==> src/rtl/blocked_bitmap_index_allocator_defines.svh <==
// Assertion macros for the blocked bitmap index allocator.
`ifndef BLOCKED_BITMAP_INDEX_ALLOCATOR_DEFINES_SVH
`define BLOCKED_BITMAP_INDEX_ALLOCATOR_DEFINES_SVH

// Same-cycle implication, disabled during reset.
`define BBIA_ASSERT_IMP(lbl, ante, cons, msg) \
  lbl: assert property (@(posedge clk) disable iff (rst) (ante) |-> (cons)) \
    else $error(msg);

// Next-cycle implication, disabled during reset.
`define BBIA_ASSERT_NXT(lbl, ante, cons, msg) \
  lbl: assert property (@(posedge clk) disable iff (rst) (ante) |=> (cons)) \
    else $error(msg);

`endif

==> src/rtl/bbia_pkg.sv <==
// Shared types and constants for the blocked bitmap index allocator.
`timescale 1ns / 1ps

package bbia_pkg;

  localparam int CMD_W     = 2;
  localparam int BLOCK_W   = 4;
  localparam int INDEX_W   = 10;
  localparam int POS_MAX_W = 6;
  localparam int DATA_W    = 32;
  localparam int ADDR_W    = 3;

  // register index, taken from paddr[2]
  localparam logic REG_ROUND_ROBIN = 1'b0;

  typedef enum logic [CMD_W-1:0] {
    CMD_ALLOC = 2'd0,
    CMD_FREE  = 2'd1,
    CMD_QUERY = 2'd2
  } cmd_t;

  typedef struct packed {
    logic                 found;
    logic [POS_MAX_W-1:0] pos;
  } hit_t;

endpackage

==> src/rtl/bbia_scan.sv <==
// First-free search over one block bitmap, starting at a given position with wrap.
`timescale 1ns / 1ps

module bbia_scan import bbia_pkg::*; #(
  parameter int ENTRIES_PER_BLOCK = 64,
  localparam int PW = $clog2(ENTRIES_PER_BLOCK)
) (
  input  logic [ENTRIES_PER_BLOCK-1:0] free_bits,
  input  logic [PW-1:0]                start,
  output hit_t                         hit
);

  logic [ENTRIES_PER_BLOCK-1:0] above;
  logic [ENTRIES_PER_BLOCK-1:0] pick;
  logic [ENTRIES_PER_BLOCK-1:0] first;
  logic [POS_MAX_W-1:0]         enc;

  always_comb begin
    for (int i = 0; i < ENTRIES_PER_BLOCK; i++) begin
      above[i] = free_bits[i] && (PW'(i) >= start);
    end
  end

  // wrap to the bottom when nothing is free at or above start
  assign pick  = (|above) ? above : free_bits;
  assign first = pick & (~pick + 1'b1);

  always_comb begin
    enc = '0;
    for (int i = 0; i < ENTRIES_PER_BLOCK; i++) begin
      if (first[i]) begin
        enc = enc | POS_MAX_W'(i);
      end
    end
  end

  assign hit.found = |free_bits;
  assign hit.pos   = enc;

endmodule

==> src/rtl/blocked_bitmap_index_allocator.sv <==
// Top level of the blocked bitmap index allocator.
`timescale 1ns / 1ps
// Usage:
//   Input channel (in_valid/in_stall) carries command, block and entry_index.
//   Allocate takes the first free entry of a block (from zero, or after the
//   last used position with wrap when round_robin is set) and returns its
//   global index; free clears the bit of a global index and reports whether
//   its block is now empty; query tests the bit of a global index.
//   Output channel (out_valid/out_stall) carries ok, index and block_empty,
//   one result transaction per input transaction, in order.
//   The block entry is read into a register on accept, and the result is
//   registered from the modify stage. A new transaction is not taken while
//   one is in the modify stage; its read and write-back share the memory.
//   A result waiting under out_stall does not block the next input; the
//   following result holds in the modify stage until the output is free.
//   Reset: round_robin clears at once; then a clearing pass zeroes the
//   block memory with in_stall high, APB writes working. round_robin is
//   written over APB at address 0 by the user only while idle; not enforced.

`include "blocked_bitmap_index_allocator_defines.svh"

module blocked_bitmap_index_allocator import bbia_pkg::*; #(
  parameter int ENTRIES_PER_BLOCK = 64,
  parameter int NUM_BLOCKS        = 16
) (
  input  logic               clk,
  input  logic               rst,
  input  logic               in_valid,
  output logic               in_stall,
  input  logic [CMD_W-1:0]   command,
  input  logic [BLOCK_W-1:0] block,
  input  logic [INDEX_W-1:0] entry_index,
  output logic               out_valid,
  input  logic               out_stall,
  output logic               ok,
  output logic [INDEX_W-1:0] index,
  output logic               block_empty,
  input  logic               psel,
  input  logic               penable,
  input  logic               pwrite,
  input  logic [ADDR_W-1:0]  paddr,
  input  logic [DATA_W-1:0]  pwdata,
  output logic [DATA_W-1:0]  prdata,
  output logic               pready
);

  localparam int PW     = $clog2(ENTRIES_PER_BLOCK);
  localparam int AW     = (NUM_BLOCKS > 1) ? $clog2(NUM_BLOCKS) : 1;
  localparam int DW     = ENTRIES_PER_BLOCK + PW;
  localparam int SHIFT  = 20;
  localparam int RECIP  = ((2 ** SHIFT) + ENTRIES_PER_BLOCK - 1) / ENTRIES_PER_BLOCK;
  localparam int PROD_W = INDEX_W + SHIFT + 1;

  localparam logic [SHIFT:0]         RECIP_V = (SHIFT + 1)'(RECIP);
  localparam logic [INDEX_W-1:0]     EPB_V   = INDEX_W'(ENTRIES_PER_BLOCK);
  localparam logic [PW:0]            EPB_P   = (PW + 1)'(ENTRIES_PER_BLOCK);
  localparam logic [AW-1:0]          LAST_BLK = AW'(NUM_BLOCKS - 1);

  // configuration
  logic round_robin;
  logic apb_wr;

  // control
  logic clearing;
  logic [AW-1:0] clr_addr;
  logic busy;
  logic accept;
  logic done;

  // block memory: {last position, occupancy bitmap}
  logic [DW-1:0] mem [NUM_BLOCKS];
  logic          mem_re;
  logic          mem_we;
  logic [AW-1:0] rd_addr;
  logic [AW-1:0] wr_addr;
  logic [DW-1:0] wr_data;
  logic [DW-1:0] rd_data;

  // accept-side decode
  logic [PROD_W-1:0]  prod;
  logic [INDEX_W-1:0] quot;
  logic               in_range;

  // registered item
  cmd_t               cur_cmd;
  logic [INDEX_W-1:0] cur_index;
  logic [INDEX_W-1:0] cur_quot;
  logic [INDEX_W-1:0] cur_base;
  logic [AW-1:0]      cur_addr;
  logic               cur_in_range;

  // modify stage
  logic [ENTRIES_PER_BLOCK-1:0] bits;
  logic [PW-1:0]                last_pos;
  logic [PW:0]                  nxt_pos;
  logic [PW-1:0]                start;
  logic [INDEX_W-1:0]           qd;
  logic [INDEX_W-1:0]           rem_full;
  logic [PW-1:0]                rem;
  hit_t                         hit;
  logic [PW-1:0]                alloc_pos;
  logic [ENTRIES_PER_BLOCK-1:0] set_bits;
  logic [ENTRIES_PER_BLOCK-1:0] clr_bits;
  logic                         alloc_ok;
  logic                         upd;
  logic [DW-1:0]                upd_data;
  logic                         res_ok;
  logic [INDEX_W-1:0]           res_index;
  logic                         res_empty;

  // ---------------- configuration port ----------------
  assign pready = 1'b1;
  assign apb_wr = psel && penable && pwrite && pready;
  assign prdata = (paddr[2] == REG_ROUND_ROBIN) ? {{(DATA_W-1){1'b0}}, round_robin} : '0;

  // ---------------- handshake ----------------
  assign in_stall = clearing || busy;
  assign accept   = in_valid && !in_stall;
  assign done     = busy && (!out_valid || !out_stall);

  // exact quotient by reciprocal for 10-bit numerators
  assign prod = PROD_W'(entry_index * RECIP_V);
  assign quot = prod[SHIFT +: INDEX_W];

  always_comb begin
    if (cmd_t'(command) == CMD_ALLOC) begin
      in_range = {{(32-BLOCK_W){1'b0}}, block} < 32'(NUM_BLOCKS);
      rd_addr  = AW'(block);
    end else begin
      in_range = {{(32-INDEX_W){1'b0}}, quot} < 32'(NUM_BLOCKS);
      rd_addr  = AW'(quot);
    end
  end

  // ---------------- block memory ----------------
  assign mem_re  = accept;
  assign mem_we  = clearing || (done && upd);
  assign wr_addr = clearing ? clr_addr : cur_addr;
  assign wr_data = clearing ? '0 : upd_data;

  always_ff @(posedge clk) begin
    if (mem_we) begin
      mem[wr_addr] <= wr_data;
    end
    if (mem_re) begin
      rd_data <= mem[rd_addr];
    end
  end

  // ---------------- modify stage ----------------
  assign bits     = rd_data[ENTRIES_PER_BLOCK-1:0];
  assign last_pos = rd_data[DW-1:ENTRIES_PER_BLOCK];
  assign nxt_pos  = {1'b0, last_pos} + 1'b1;
  assign start    = (round_robin && (nxt_pos < EPB_P)) ? nxt_pos[PW-1:0] : '0;

  assign qd       = INDEX_W'(cur_quot * EPB_V);
  assign rem_full = cur_index - qd;
  assign rem      = rem_full[PW-1:0];

  bbia_scan #(
    .ENTRIES_PER_BLOCK(ENTRIES_PER_BLOCK)
  ) u_scan (
    .free_bits(~bits),
    .start    (start),
    .hit      (hit)
  );

  assign alloc_pos = hit.pos[PW-1:0];
  assign set_bits  = bits | ({{(ENTRIES_PER_BLOCK-1){1'b0}}, 1'b1} << alloc_pos);
  assign clr_bits  = bits & ~({{(ENTRIES_PER_BLOCK-1){1'b0}}, 1'b1} << rem);
  assign alloc_ok  = cur_in_range && hit.found;

  always_comb begin
    upd       = 1'b0;
    upd_data  = rd_data;
    res_ok    = 1'b0;
    res_index = '0;
    res_empty = 1'b0;
    case (cur_cmd)
      CMD_ALLOC: begin
        if (alloc_ok) begin
          upd       = 1'b1;
          upd_data  = {(round_robin ? alloc_pos : last_pos), set_bits};
          res_ok    = 1'b1;
          res_index = cur_base + INDEX_W'(alloc_pos);
        end
      end
      CMD_FREE: begin
        res_ok = 1'b1;
        if (cur_in_range) begin
          upd       = 1'b1;
          upd_data  = {last_pos, clr_bits};
          res_empty = (clr_bits == '0);
        end
      end
      CMD_QUERY: begin
        res_ok = cur_in_range && bits[rem];
      end
      default: begin
        upd = 1'b0;
      end
    endcase
  end

  // ---------------- registers ----------------
  always_ff @(posedge clk) begin
    if (rst) begin
      round_robin <= 1'b0;
      clearing    <= 1'b1;
      clr_addr    <= '0;
      busy        <= 1'b0;
      out_valid   <= 1'b0;
    end else begin
      if (apb_wr && (paddr[2] == REG_ROUND_ROBIN)) begin
        round_robin <= pwdata[0];
      end
      if (clearing) begin
        if (clr_addr == LAST_BLK) begin
          clearing <= 1'b0;
        end else begin
          clr_addr <= clr_addr + 1'b1;
        end
      end
      if (accept) begin
        busy <= 1'b1;
      end else if (done) begin
        busy <= 1'b0;
      end
      if (done) begin
        out_valid <= 1'b1;
      end else if (!out_stall) begin
        out_valid <= 1'b0;
      end
    end
  end

  always_ff @(posedge clk) begin
    if (accept) begin
      cur_cmd      <= cmd_t'(command);
      cur_index    <= entry_index;
      cur_quot     <= quot;
      cur_base     <= INDEX_W'({{(INDEX_W-BLOCK_W){1'b0}}, block} * EPB_V);
      cur_addr     <= rd_addr;
      cur_in_range <= in_range;
    end
    if (done) begin
      ok          <= res_ok;
      index       <= res_index;
      block_empty <= res_empty;
    end
  end

  // ---------------- assertions ----------------
  `BBIA_ASSERT_NXT(a_accept_busy, accept, busy, "accepted item did not enter the modify stage")
  `BBIA_ASSERT_IMP(a_port_share, mem_re, !mem_we, "block memory read and write in one cycle")
  `BBIA_ASSERT_NXT(a_done_result, done, !busy && out_valid, "finished item left no result")
  `BBIA_ASSERT_IMP(a_clear_quiet, clearing, !busy && !out_valid, "item in flight during clearing")

endmodule

==> config.mk <==
export PLATFORM = sky130hd
export DESIGN_NAME = blocked_bitmap_index_allocator
export DESIGN_NICKNAME = d
export VERILOG_FILES = /design/src/rtl/bbia_pkg.sv /design/src/rtl/bbia_scan.sv /design/src/rtl/blocked_bitmap_index_allocator.sv
export VERILOG_INCLUDE_DIRS = /design/src /design/src/rtl
export SDC_FILE = /design/constraint.sdc
export NUM_CORES = 2
export LEC_CHECK = 0
export BUFFER_PORTS_ARGS = -buffer_cell sky130_fd_sc_hd__buf_4
export CAP_MARGIN = 30
export CORE_ASPECT_RATIO = 0.6
export CORE_MARGIN = 10
export CORE_UTILIZATION = 40
export CTS_CLUSTER_SIZE = 16
export DETAILED_ROUTE_END_ITERATION = 6
export PLACE_DENSITY_LB_ADDON = 0.25
export SETUP_SLACK_MARGIN = 0.1
export SYNTH_ARGS = -nofsm -noshare
export SYNTH_HDL_FRONTEND = slang
export SYNTH_HIERARCHICAL = 1
export SYNTH_SLANG_ARGS = --single-unit
==> constraint.sdc <==
create_clock -name clk -period 8.8 [get_ports clk]
set_clock_uncertainty 0.05 [all_clocks]
set_input_delay 1.76 -clock clk [delete_from_list [all_inputs] [get_ports clk]]
set_output_delay 1.76 -clock clk [all_outputs]
set_load 0.02 [all_outputs]
==> results.ini <==
[sta]
rsz0062_at_grt=no
hold_viol=0
drv_slew=0
fin_crit_sh=0.941
fin_crit_ps=8280
tns_ps=0
holdWs_ps=479
setup_viol=0
worst_slew_pin_slew_ps=1090
maxSlewHeadroom=0.276
fmax_ghz=0.121

[final_layout]
layout_common_cells=edfxtp_1, nand2_1, buf_4
final_cells=6668
drive_above_1_share=0.155
nets=4826
synthToLayoutAreaGrowth_pct=16.7
final_common_cell=edfxtp_1

[logic_synthesis]
ys_ff_latch=1226
synth_area_mm2=0.0545
synth.distinct_cells=92
ys_warn_count=6
async_flop_share=0
synth_edf_count=1218
synthFlopType=edfxtp_1
syn_inst=4508
postSynthAreaPerCell_um2=12.1
seq_area_frac_synth=0.674

[grt]
track_usage=0.254
grt_max_degree=153
overflow=0
grt_pass1_wl_um=284000
grt_pass1_vias=37200
antenna_found_initial=8

[placement]
dp_cells=6448
io_buffers=39
gp_congestion=1.03
hpwl_um=127000

[clocking]
clock_latency_ps=750
numCtsBuffers=112
cts_tree=yes
clk_root_buffer_cell=clkbuf_16
clkTransAtPathRegs_ps=70
post_cts_resized=0
htree_levels=3
cts.sinks=1226
hold_buffers=0
clock_path_buffers=3
post_cts_buffers=0

[drt]
viasPerCell=6.09
drt-wirelength-per-cell_um=29.9
first_pass_iters=6
antenna_left=0
drc=0
wl_um=199000
vias=40600
drt_iter0_markers=5812

[worst_setup_path]
slowest_stage=nor2_1
critPathTopFamily=simple AND/OR/NAND/NOR gates
r2r_slack_ps=520
endpoint_kind=register
worstPathRequired_ps=9300
cp_slowest_stage_delay_ps=750
critPathMaxFanout=16
worstPathArrival_ps=8780
cp.depth=31
startpoint_type=register
critPathKind=register to register
r2r_cells=31
cp_num_buf_inv=11
crit_top_cell=buf_4

[job]
cap_violations=0

[status]
status=completed

[power_and_ir_drop]
p_leak_nw=23.2
power.density_mw_per_mm2=193
peakVddDrop_mv=0.190

[min_path]
whs_path_depth=2
min_path_type=register to register

[floorplan]
ios=105
die_h_um=306
dieArea_mm2=0.152
initial_core_util=0.405
rows=104
core-area_mm2=0.135
chipWidth_um=497

[state kept, by name, indices dropped and copies added (netlist names), 2 cells and up]
register,flops
mem,1120
cur_index,6
clr_addr,4
cur_addr,4
index,10
cur_cmd,2
rd_data,70
cur_base,4
[where the power goes]
| group | switching, W | total (W) | internal (W) |
|---|---|---|---|
| clock | 0.00222 | 0.00496 | 0.00275 |
| sequential | 0.0000218 | 0.00648 | 0.00646 |
| combinational | 0.000634 | 0.000836 | 0.000202 |
| total | 0.00287 | 0.0123 | 0.00941 |
[cell families after synthesis]
| kind of cell | synth area share |
|---|---|
| compound gates | 0.130 |
| xor+xnor | 0.000643 |
| simple gates | 0.151 |
| fa+ha+maj | 0.000643 |
| mux | 0.00803 |
| buf+inv | 0.0363 |
| flops | 0.674 |
| other cells | 0.000138 |
[worst register-to-register path: cells and delay by family (launching register included)]
kind                       cells  cell delay [ps]
buffers and inverters         11             2200
DFF                            1              470
adders and majority gates      1              270
AOI/OAI and AO/OA              8             1920
and+or+nand+nor               11             3150
[synthesized netlist by cell type, types with 6 or more instances]
library cell     n  share of area
edfxtp_1      1218           0.67
nand2_1        941          0.065
nand3_1        325          0.030
clkbuf_1       240          0.017
a311oi_1       214          0.034
a211oi_1       204          0.028
a21oi_1        193          0.018
and3_1         163          0.019
nor2_1         146          0.010
o21ai_0         94         0.0086
inv_1           91         0.0063
a31oi_1         87          0.010
buf_2           79         0.0073
nor3_1          53         0.0049
buf_4           39         0.0054
nor4_1          24         0.0028
nand2b_1        20         0.0023
nand4_1         20         0.0023
o21a_1          17         0.0023
o31ai_1         16         0.0022
a21boi_0        15         0.0021
mux4_2          15         0.0062
o211ai_1        15         0.0021
o22ai_1         15         0.0017
and2_1          13         0.0015
a32oi_1         12         0.0019
or2_2           12         0.0014
nor2b_1         11         0.0013
o2111ai_1       11         0.0018
mux2i_1         10         0.0018
a21o_1           9         0.0012
buf_1            8        0.00055
dfxtp_1          8         0.0029
nand4b_1         8         0.0013
nor3b_1          8         0.0011
a221oi_1         7         0.0011
or3_1            7        0.00080
a222oi_1         6         0.0011
a22oi_1          6        0.00083
o221ai_1         6        0.00096
o32ai_1          6        0.00096
[path summary, 6_finish.rpt]
kind | to | from
min | out_valid$_SDFFE_PP0P_ | busy$_SDFFE_PP0P_
min reg2reg | out_valid$_SDFFE_PP0P_ | busy$_SDFFE_PP0P_
max | mem[13][17]$_DFFE_PP_ | rd_data[64]$_DFFE_PP_
max reg2reg | mem[13][17]$_DFFE_PP_ | rd_data[64]$_DFFE_PP_
[stage by stage]
stage | worst slack, ps | total power (W) | cell area (um2) | utilization
after global routing | 350 | 0.0127 | 63600 | 0.472
after global placement | 834 | 0.00742 | 59600 | 0.443
after CTS | 983 | 0.0124 | 63500 | 0.471
after floorplan | 2500 | 0.00712 | 54600 | -
final | 522 | 0.0123 | 63600 | 0.473
after detailed placement | 1040 | 0.00743 | 59800 | 0.444
[area by class of cell]
| class | instances | area [um2] |
|---|---|---|
| Timing Repair Buffer | 481 | 4290 |
| Antenna cell | 5 | 12.5 |
| Multi-Input combinational cell | 2852 | 16300 |
| Clock inverter | 66 | 736 |
| Inverter | 93 | 362 |
| Clock buffer | 143 | 2930 |
| Fill cell | 12000 | 71000 |
| Tap cell | 1802 | 2250 |
| Sequential cell | 1226 | 36700 |
[metal layers]
| layer | global-route usage | vias up | wire length [um] |
|---|---|---|---|
| met5 | 0.00444 | - | 113 |
| met4 | 0.0481 | 4 | 3540 |
| met3 | 0.0637 | 223 | 21500 |
| met2 | 0.341 | 2109 | 79900 |
| met1 | 0.408 | 20600 | 94200 |
| li1 | - | 17700 | - |
Note: power is estimated with default switching activity, not from simulation.
